==> src/hdl/fep_pkg.sv <==
// Package for the field header and length prefix encoder.
// Holds the transaction types, command and status codes, and queue sizing.
// No dependencies.
`default_nettype none

package fep_pkg;

  // Width of the running byte offset; the reported start offset is its low 32 bits.
  localparam int OFFSET_WIDTH = 32;

  localparam int QDEPTH  = 2;
  localparam int QPTR_W  = (QDEPTH > 1) ? $clog2(QDEPTH) : 1;
  localparam int QCNT_W  = $clog2(QDEPTH + 1);

  localparam logic [2:0] CMD_HEADER = 3'd0;
  localparam logic [2:0] CMD_PREFIX = 3'd1;
  localparam logic [2:0] CMD_U8     = 3'd2;
  localparam logic [2:0] CMD_U16    = 3'd3;
  localparam logic [2:0] CMD_U32    = 3'd4;
  localparam logic [2:0] CMD_U64    = 3'd5;

  localparam logic [1:0] ST_OK        = 2'd0;
  localparam logic [1:0] ST_ZERO_CODE = 2'd1;
  localparam logic [1:0] ST_LEN_RANGE = 2'd2;

  // Length prefix band limits.
  localparam logic [19:0] PFX_ONE_MAX   = 20'd192;
  localparam logic [19:0] PFX_TWO_BASE  = 20'd193;
  localparam logic [19:0] PFX_TWO_MAX   = 20'd12480;
  localparam logic [7:0]  PFX_THREE_TAG = 8'd241;
  localparam logic [19:0] PFX_THREE_BASE = 20'd12481;
  localparam logic [19:0] PFX_THREE_MAX = 20'd918744;

  typedef struct packed {
    logic [2:0]  cmd;
    logic [7:0]  type_code;
    logic [7:0]  name_code;
    logic [19:0] payload_length;
    logic [63:0] int_value;
  } fep_item_t;

  typedef struct packed {
    logic [7:0]  out_byte;
    logic        last_byte;
    logic [1:0]  status;
    logic [31:0] start_offset;
  } fep_result_t;

  // One classified item: bytes in send order, index of the final byte.
  typedef struct packed {
    logic [7:0][7:0] bytes;
    logic [2:0]      last_idx;
    logic [1:0]      status;
    logic [31:0]     start_offset;
  } fep_entry_t;

endpackage

`default_nettype wire

==> src/hdl/fep_front.sv <==
// Front end: accepts items, encodes them into a byte list and tracks the offset.
// Depends on fep_pkg.
`default_nettype none

module fep_front
  import fep_pkg::*;
(
  input  wire logic       clk,
  input  wire logic       rst,
  input  wire logic       item_valid,
  input  wire fep_item_t  item,
  input  wire logic       q_full,
  output logic            item_stall,
  output logic            q_push,
  output fep_entry_t      q_entry
);

  logic [OFFSET_WIDTH-1:0] bytes_written;
  logic [OFFSET_WIDTH-1:0] bytes_written_next;
  logic                    known_cmd;
  logic [19:0]             m_two;
  logic [19:0]             m_three;
  logic [63:0]             int_shifted;
  logic [2:0]              int_last;

  assign item_stall = q_full;

  assign m_two   = item.payload_length - PFX_TWO_BASE;
  assign m_three = item.payload_length - PFX_THREE_BASE;

  always_comb begin
    q_entry              = '0;
    q_entry.start_offset = 32'(bytes_written);
    q_entry.status       = ST_OK;
    known_cmd            = 1'b1;
    int_shifted          = item.int_value;
    int_last             = 3'd7;
    case (item.cmd)
      CMD_HEADER: begin
        if (item.type_code == 8'd0 || item.name_code == 8'd0) begin
          q_entry.status = ST_ZERO_CODE;
        end else if (item.type_code[7:4] == 4'd0) begin
          if (item.name_code[7:4] == 4'd0) begin
            q_entry.bytes[0] = {item.type_code[3:0], item.name_code[3:0]};
          end else begin
            q_entry.bytes[0] = {item.type_code[3:0], 4'd0};
            q_entry.bytes[1] = item.name_code;
            q_entry.last_idx = 3'd1;
          end
        end else if (item.name_code[7:4] == 4'd0) begin
          q_entry.bytes[0] = item.name_code;
          q_entry.bytes[1] = item.type_code;
          q_entry.last_idx = 3'd1;
        end else begin
          q_entry.bytes[1] = item.type_code;
          q_entry.bytes[2] = item.name_code;
          q_entry.last_idx = 3'd2;
        end
      end
      CMD_PREFIX: begin
        if (item.payload_length <= PFX_ONE_MAX) begin
          q_entry.bytes[0] = item.payload_length[7:0];
        end else if (item.payload_length <= PFX_TWO_MAX) begin
          q_entry.bytes[0] = PFX_TWO_BASE[7:0] + {2'd0, m_two[13:8]};
          q_entry.bytes[1] = m_two[7:0];
          q_entry.last_idx = 3'd1;
        end else if (item.payload_length <= PFX_THREE_MAX) begin
          q_entry.bytes[0] = PFX_THREE_TAG + {4'd0, m_three[19:16]};
          q_entry.bytes[1] = m_three[15:8];
          q_entry.bytes[2] = m_three[7:0];
          q_entry.last_idx = 3'd2;
        end else begin
          q_entry.status = ST_LEN_RANGE;
        end
      end
      CMD_U8: begin
        int_shifted = item.int_value << 56;
        int_last    = 3'd0;
      end
      CMD_U16: begin
        int_shifted = item.int_value << 48;
        int_last    = 3'd1;
      end
      CMD_U32: begin
        int_shifted = item.int_value << 32;
        int_last    = 3'd3;
      end
      CMD_U64: begin
        int_shifted = item.int_value;
        int_last    = 3'd7;
      end
      default: begin
        known_cmd = 1'b0;
      end
    endcase
    // Integers go out big-endian: left-align them and take bytes from the top.
    if (item.cmd == CMD_U8 || item.cmd == CMD_U16 || item.cmd == CMD_U32 ||
        item.cmd == CMD_U64) begin
      for (int i = 0; i < 8; i++) begin
        q_entry.bytes[i] = int_shifted[63 - 8*i -: 8];
      end
      q_entry.last_idx = int_last;
    end
  end

  // Unused command codes are consumed without leaving anything in the queue.
  assign q_push = item_valid && !q_full && known_cmd;

  always_comb begin
    bytes_written_next = bytes_written;
    if (q_push && q_entry.status == ST_OK) begin
      bytes_written_next = bytes_written + OFFSET_WIDTH'(q_entry.last_idx) +
                           OFFSET_WIDTH'(1);
    end
  end

  always_ff @(posedge clk) begin
    if (rst) begin
      bytes_written <= '0;
    end else begin
      bytes_written <= bytes_written_next;
    end
  end

  // Error entries always carry a single byte.
  assert property (@(posedge clk) disable iff (rst)
    q_push && q_entry.status != ST_OK |-> q_entry.last_idx == 3'd0)
    else $error("error entry with more than one byte");

endmodule

`default_nettype wire

==> src/hdl/fep_queue.sv <==
// Short queue of encoded entries between the front and back ends.
// Depends on fep_pkg.
`default_nettype none

module fep_queue
  import fep_pkg::*;
(
  input  wire logic       clk,
  input  wire logic       rst,
  input  wire logic       push,
  input  wire fep_entry_t push_entry,
  input  wire logic       pop,
  output logic            full,
  output logic            not_empty,
  output fep_entry_t      head
);

  fep_entry_t        slots [QDEPTH];
  logic [QPTR_W-1:0] wr_ptr;
  logic [QPTR_W-1:0] rd_ptr;
  logic [QCNT_W-1:0] count;

  assign full      = (count == QCNT_W'(QDEPTH));
  assign not_empty = (count != '0);
  assign head      = slots[rd_ptr];

  always_ff @(posedge clk) begin
    if (push) begin
      slots[wr_ptr] <= push_entry;
    end
  end

  always_ff @(posedge clk) begin
    if (rst) begin
      wr_ptr <= '0;
      rd_ptr <= '0;
      count  <= '0;
    end else begin
      if (push) begin
        wr_ptr <= (wr_ptr == QPTR_W'(QDEPTH - 1)) ? '0 : wr_ptr + 1'b1;
      end
      if (pop) begin
        rd_ptr <= (rd_ptr == QPTR_W'(QDEPTH - 1)) ? '0 : rd_ptr + 1'b1;
      end
      case ({push, pop})
        2'b10:   count <= count + 1'b1;
        2'b01:   count <= count - 1'b1;
        default: count <= count;
      endcase
    end
  end

  assert property (@(posedge clk) disable iff (rst) !(push && full))
    else $error("push into full queue");
  assert property (@(posedge clk) disable iff (rst) !(pop && !not_empty))
    else $error("pop from empty queue");
  assert property (@(posedge clk) disable iff (rst) count <= QCNT_W'(QDEPTH))
    else $error("queue count out of range");

endmodule

`default_nettype wire

==> src/hdl/fep_back.sv <==
// Back end: sends the bytes of each queued entry, one per cycle while result_stall
// is low, through a registered output stage. Depends on fep_pkg.
`default_nettype none

module fep_back
  import fep_pkg::*;
(
  input  wire logic       clk,
  input  wire logic       rst,
  input  wire logic       q_not_empty,
  input  wire fep_entry_t q_head,
  output logic            q_pop,
  output logic            result_valid,
  input  wire logic       result_stall,
  output fep_result_t     result
);

  logic [2:0] idx;
  logic       advance;
  logic       at_last;

  assign advance = !result_valid || !result_stall;
  assign at_last = (idx == q_head.last_idx);
  assign q_pop   = advance && q_not_empty && at_last;

  always_ff @(posedge clk) begin
    if (rst) begin
      result_valid <= 1'b0;
      idx          <= '0;
    end else if (advance) begin
      result_valid <= q_not_empty;
      if (q_not_empty) begin
        idx <= at_last ? 3'd0 : idx + 3'd1;
      end
    end
  end

  always_ff @(posedge clk) begin
    if (advance && q_not_empty) begin
      result.out_byte     <= q_head.bytes[idx];
      result.last_byte    <= at_last;
      result.status       <= q_head.status;
      result.start_offset <= q_head.start_offset;
    end
  end

  assert property (@(posedge clk) disable iff (rst)
    q_not_empty |-> idx <= q_head.last_idx)
    else $error("byte index past end of entry");
  assert property (@(posedge clk) disable iff (rst)
    result_valid && result.status != ST_OK |-> result.last_byte && result.out_byte == 8'd0)
    else $error("error result is not a single zero byte");
  assert property (@(posedge clk) disable iff (rst)
    !q_not_empty |-> idx == 3'd0)
    else $error("byte index left mid-entry with empty queue");

endmodule

`default_nettype wire

==> src/hdl/field_header_and_length_prefix_encoder.sv <==
// Top level of the field header and length prefix encoder.
// Depends on fep_pkg, fep_front, fep_queue and fep_back.
//
// Each accepted item becomes one transaction per encoded byte on the result
// channel, with last_byte on the final one: a field header takes 1 to 3 bytes,
// a length prefix 1 to 3, an integer 1, 2, 4 or 8, and a zero code or an
// oversized length gives one zero byte with a nonzero status. Command codes 6
// and 7 are taken and dropped. Bytes leave through the single registered output
// byte at one byte per cycle while result_stall is low; a new item may be
// accepted every cycle while the two-entry queue has room. An accepted item is
// written into the queue, and its first byte is then registered into the output
// stage. start_offset is the running count of ok bytes before the item, modulo
// 2^OFFSET_WIDTH.
`default_nettype none

module field_header_and_length_prefix_encoder
  import fep_pkg::*;
(
  input  wire logic        clk,
  input  wire logic        rst,
  input  wire logic        item_valid,
  output logic             item_stall,
  input  wire fep_item_t   item,
  output logic             result_valid,
  input  wire logic        result_stall,
  output fep_result_t      result
);

  logic       q_push;
  logic       q_pop;
  logic       q_full;
  logic       q_not_empty;
  fep_entry_t q_entry;
  fep_entry_t q_head;

  fep_front u_front (
    .clk        (clk),
    .rst        (rst),
    .item_valid (item_valid),
    .item       (item),
    .q_full     (q_full),
    .item_stall (item_stall),
    .q_push     (q_push),
    .q_entry    (q_entry)
  );

  fep_queue u_queue (
    .clk        (clk),
    .rst        (rst),
    .push       (q_push),
    .push_entry (q_entry),
    .pop        (q_pop),
    .full       (q_full),
    .not_empty  (q_not_empty),
    .head       (q_head)
  );

  fep_back u_back (
    .clk          (clk),
    .rst          (rst),
    .q_not_empty  (q_not_empty),
    .q_head       (q_head),
    .q_pop        (q_pop),
    .result_valid (result_valid),
    .result_stall (result_stall),
    .result       (result)
  );

endmodule

`default_nettype wire

==> config.mk <==
export PLATFORM = sky130hd
export DESIGN_NAME = field_header_and_length_prefix_encoder
export DESIGN_NICKNAME = d
export VERILOG_FILES = /design/src/hdl/fep_pkg.sv /design/src/hdl/fep_front.sv /design/src/hdl/fep_queue.sv /design/src/hdl/fep_back.sv /design/src/hdl/field_header_and_length_prefix_encoder.sv
export SDC_FILE = /design/constraint.sdc
export NUM_CORES = 1
export LEC_CHECK = 0
export BUFFER_PORTS_ARGS = -buffer_cell sky130_fd_sc_hd__buf_2
export CORE_AREA = 4 4 170 172
export CTS_BUF_LIST = sky130_fd_sc_hd__clkbuf_4
export DETAILED_ROUTE_END_ITERATION = 8
export DIE_AREA = 0 0 174 176
export GPL_ROUTABILITY_DRIVEN = 0
export GPL_TIMING_DRIVEN = 0
export PLACE_DENSITY = 0.69
export RECOVER_POWER = 100
export SYNTH_ARGS = -nofsm -noshare
export SYNTH_HDL_FRONTEND = slang
export SYNTH_HIERARCHICAL = 1
export SYNTH_SLANG_ARGS = --single-unit
==> constraint.sdc <==
create_clock -name clk -period 17.9 [get_ports clk]
set_input_delay 2.685 -clock clk [delete_from_list [all_inputs] [get_ports clk]]
set_output_delay 2.685 -clock clk [all_outputs]
set_load 0.005 [all_outputs]
==> impl_metrics.yaml <==
clocking:
  hold_buffers: 0
  clk_pin_slew_ns: 0.07
  cts_resized: 0
  cts-htree-levels: 3
  cts_tree: "built"
  cts_buffer_depth: 3
  cts_buffers: 71
  postCtsSetupRepairBufs: 0
  root_buffer: "clkbuf_4"
  clock_latency_ns: 0.67
  cts_sinks: 286
timing:
  period_minus_slack_ns: 8.576
  slew_violations: 189
  finalSetupViolCount: 0
  rsz0062_at_grt: "false"
  setup_tns_ns: 0
  slew_headroom: -1.454
  fin_crit_sh: 0.4791
  finalHoldViolCount: 0
  worst_slew_pin_slew_ns: 3.678
  max_freq_ghz: 0.1166
  setup_ws_ns: 9.324
  skew_ns: 0.03703
setup_path:
  startpoint: "item[102]"
  reg2reg_depth: 5
  crit_slowest_cell: "and2_0"
  worstSetupPathType: "in -> reg"
  reg2reg_slack_ns: 11.50
  crit_family: "simple AND/OR/NAND/NOR gates"
  endpoint_kind: "flop"
  crit_cells: 7
  cp.arrival_ns: 8.76
  path_cells: "clkbuf_1, clkbuf_1, and2_1, clkbuf_1, nor2_1, and2_0, clkbuf_1"
  setup.worst_path.start_class: "input pin"
  rr_endpoint: "u_queue/slots[1][61]$_DFFE_PP_"
  crit_path_max_incr_delay_ns: 2.68
  worst_r2r_startpoint: "u_queue/count[0]$_SDFFE_PP0P_"
  path_common_cell: "clkbuf_1"
  cp-endpoint: "u_queue/slots[1][61]$_DFFE_PP_"
  critPathRequiredTime_ns: 18.08
  crit_buf_inv: 4
  critPathMaxFanout: 51
finish:
  final_nets: 1353
  area_delta_synth_final_pct: 14.83
  multi_input_area_um2: 4975
  fillers: 2331
  drive_above_1_share: 0.2845
  seq_area_um2: 8178
die:
  row_count: 61
  die_w_um: 174
  die_area_um2: 30620
  die_height_um: 176
  fp.coreArea_um2: 27480
  start_util: 0.4952
  io-pin-count: 152
route:
  wire_per_inst_um: 20.63
  vias: 9467
  vias_per_cell: 5.783
  wl_mm: 33.77
  ant_nets: 0
  dr.pass1.iters: 5
  drt_iter0_markers: 950
  remaining_drc_errors: 0
synth:
  synth-edff-count: 245
  syn-instance-count: 1010
  syn_nets: 1128
  avgSynthCellArea_um2: 13.47
  syn-cell-area_um2: 13610
  async_reset_ff_frac: 0
  synth.yosys.warnings: 6
  ys_types: 78
  ys_seq_area_frac: 0.6010
  ys_ff_latch: 286
  ys.flop_type: "edfxtp_1"
pwr:
  p_leak_nw: 5.655
  irDropWorstVdd_mv: 0.04147
  power_density_nw_per_um2: 110.6
status:
  status: "finished, violations left"
  failed_checks: "max-capacitance violations, max-slew violations"
global_routing:
  grt_pass1_wl_mm: 51.47
  grt_max_degree: 52
  antenna_found_initial: 2
  grt_remaining_overflow: 0
  grt.total_usage: 0.2164
  grt_pass1_vias: 9294
place:
  dp_slack_ns: 10.58
  io_buffers: 146
  dp_hpwl_mm: 24.92
hold_path:
  hold_path.class: "reg -> reg"
run:
  maxCapViolCount: 5
worst min-delay path by stage:
stage	start	endpoint	slack, ns	cells after the start
6_report	u_front/bytes_written[31]$_SDFFE_PP0P_	u_queue/slots[1][31]$_DFFE_PP_	0.49	0
2_1_floorplan	u_front/bytes_written[26]$_SDFFE_PP0P_	u_queue/slots[0][26]$_DFFE_PP_	0.43	0
4_1_cts	u_front/bytes_written[26]$_SDFFE_PP0P_	u_queue/slots[0][26]$_DFFE_PP_	0.48	0
5_1_grt	u_front/bytes_written[26]$_SDFFE_PP0P_	u_queue/slots[0][26]$_DFFE_PP_	0.49	0
3_5_place_dp	u_front/bytes_written[26]$_SDFFE_PP0P_	u_queue/slots[0][26]$_DFFE_PP_	0.45	0
3_3_place_gp	u_front/bytes_written[26]$_SDFFE_PP0P_	u_queue/slots[1][26]$_DFFE_PP_	0.44	0
Yosys cell counts, types with 4 or more instances:
master,instances,area share
mux2i_1,24,0.018
mux2_4,8,0.0088
buf_4,10,0.0055
a31oi_1,6,0.0028
o221ai_1,11,0.0071
a221o_1,4,0.0029
and3_1,40,0.018
o21ai_0,15,0.0055
nor2_1,87,0.024
buf_2,9,0.0033
dfxtp_1,41,0.060
o31a_1,4,0.0026
a22oi_1,5,0.0028
nand2b_1,7,0.0032
o22ai_1,11,0.0051
a21oi_1,58,0.021
or4_1,4,0.0022
mux4_2,8,0.013
mux4_1,8,0.015
o211ai_1,4,0.0022
xnor2_1,36,0.023
nor4_1,12,0.0055
and2_1,8,0.0037
nor3_1,14,0.0051
nor2b_1,12,0.0055
nand3_1,14,0.0051
or3_1,8,0.0037
nor3_2,8,0.0059
mux2_2,105,0.087
clkbuf_1,29,0.0080
inv_1,21,0.0058
edfxtp_1,245,0.54
nand2_1,39,0.011
ha_1,10,0.0092
xor2_1,13,0.0084
nand4_1,10,0.0046
routing by layer:
layer  vias to the layer above  share of wire  track usage
li1                       4395              -            -
met4                         0          0.029      0.07786
met1                      4578           0.41       0.2834
met5                         -              0            0
met3                        90          0.070      0.04582
met2                       404           0.49       0.3602
placed cells by master (no fill, tap or decap), drive strengths merged, types with 6 or more instances in the layout:
cell type,Yosys,final
edfxtp,245,245
clkbuf,29,184
buf,24,131
mux2,113,113
nor2,87,87
a21oi,59,59
dfxtp,41,41
and3,40,40
nand2,40,40
xnor2,36,36
mux2i,24,24
inv,21,23
nor3,22,22
o21ai,18,18
mux4,16,16
nor4,15,15
nand3,14,14
xor2,13,13
nor2b,12,12
clkinv,0,12
o22ai,11,11
o221ai,11,11
ha,10,10
nand4,10,10
or3,8,8
and2,8,8
nand2b,7,7
a31oi,6,6
power by group:
group | switching (W) | internal [W]
sequential | 0.0000205 | 0.000823
clock | 0.000246 | 0.000324
combinational | 0.000180 | 0.000135
total | 0.000446 | 0.00128
final cells by class:
type / instances / share of cell area
Tap cell: 346 / 0.02771
Sequential cell: 286 / 0.5234
Clock buffer: 110 / 0.05285
Buffer: 53 / 0.01642
Inverter: 21 / 0.005045
Multi-Input combinational cell: 650 / 0.3184
Clock inverter: 18 / 0.01025
Timing Repair Buffer: 152 / 0.04580
Antenna cell: 1 / 0.0001602
flip-flops by register name, indices dropped and copies added, names as in the netlist, named ones only:
name and count:
u_front/bytes_written 32, u_back/result 43, u_queue/count 2, u_back/idx 3, u_queue/rd_ptr 1, u_queue/wr_ptr 1
u_back/result_valid 1, u_queue/slots 202
cells by family after synthesis:
kind of cell	count (synthesis)	share of synthesized area
compound gates	155	0.07789
simple gates	282	0.1105
mux	153	0.1421
buf+inv	74	0.02630
flops	286	0.6010
xor+xnor	49	0.03154
fa+ha+maj	11	0.01067
metrics by stage:
stage                     utilization  instance area, µm²  hold WS [ns]  power [W]  cells
after global routing           0.5687               15630        0.4902   0.001820   1637
after detailed placement       0.5437               14940        0.4535   0.001194   1508
after floorplan                     -               13610        0.4256   0.001061   1010
after CTS                      0.5796               15920        0.4812   0.001772   1636
final                          0.5687               15630        0.4871   0.001729   1637
after global placement         0.5376               14770        0.4447   0.001183   1502
Power figures use the tool's default switching activity.
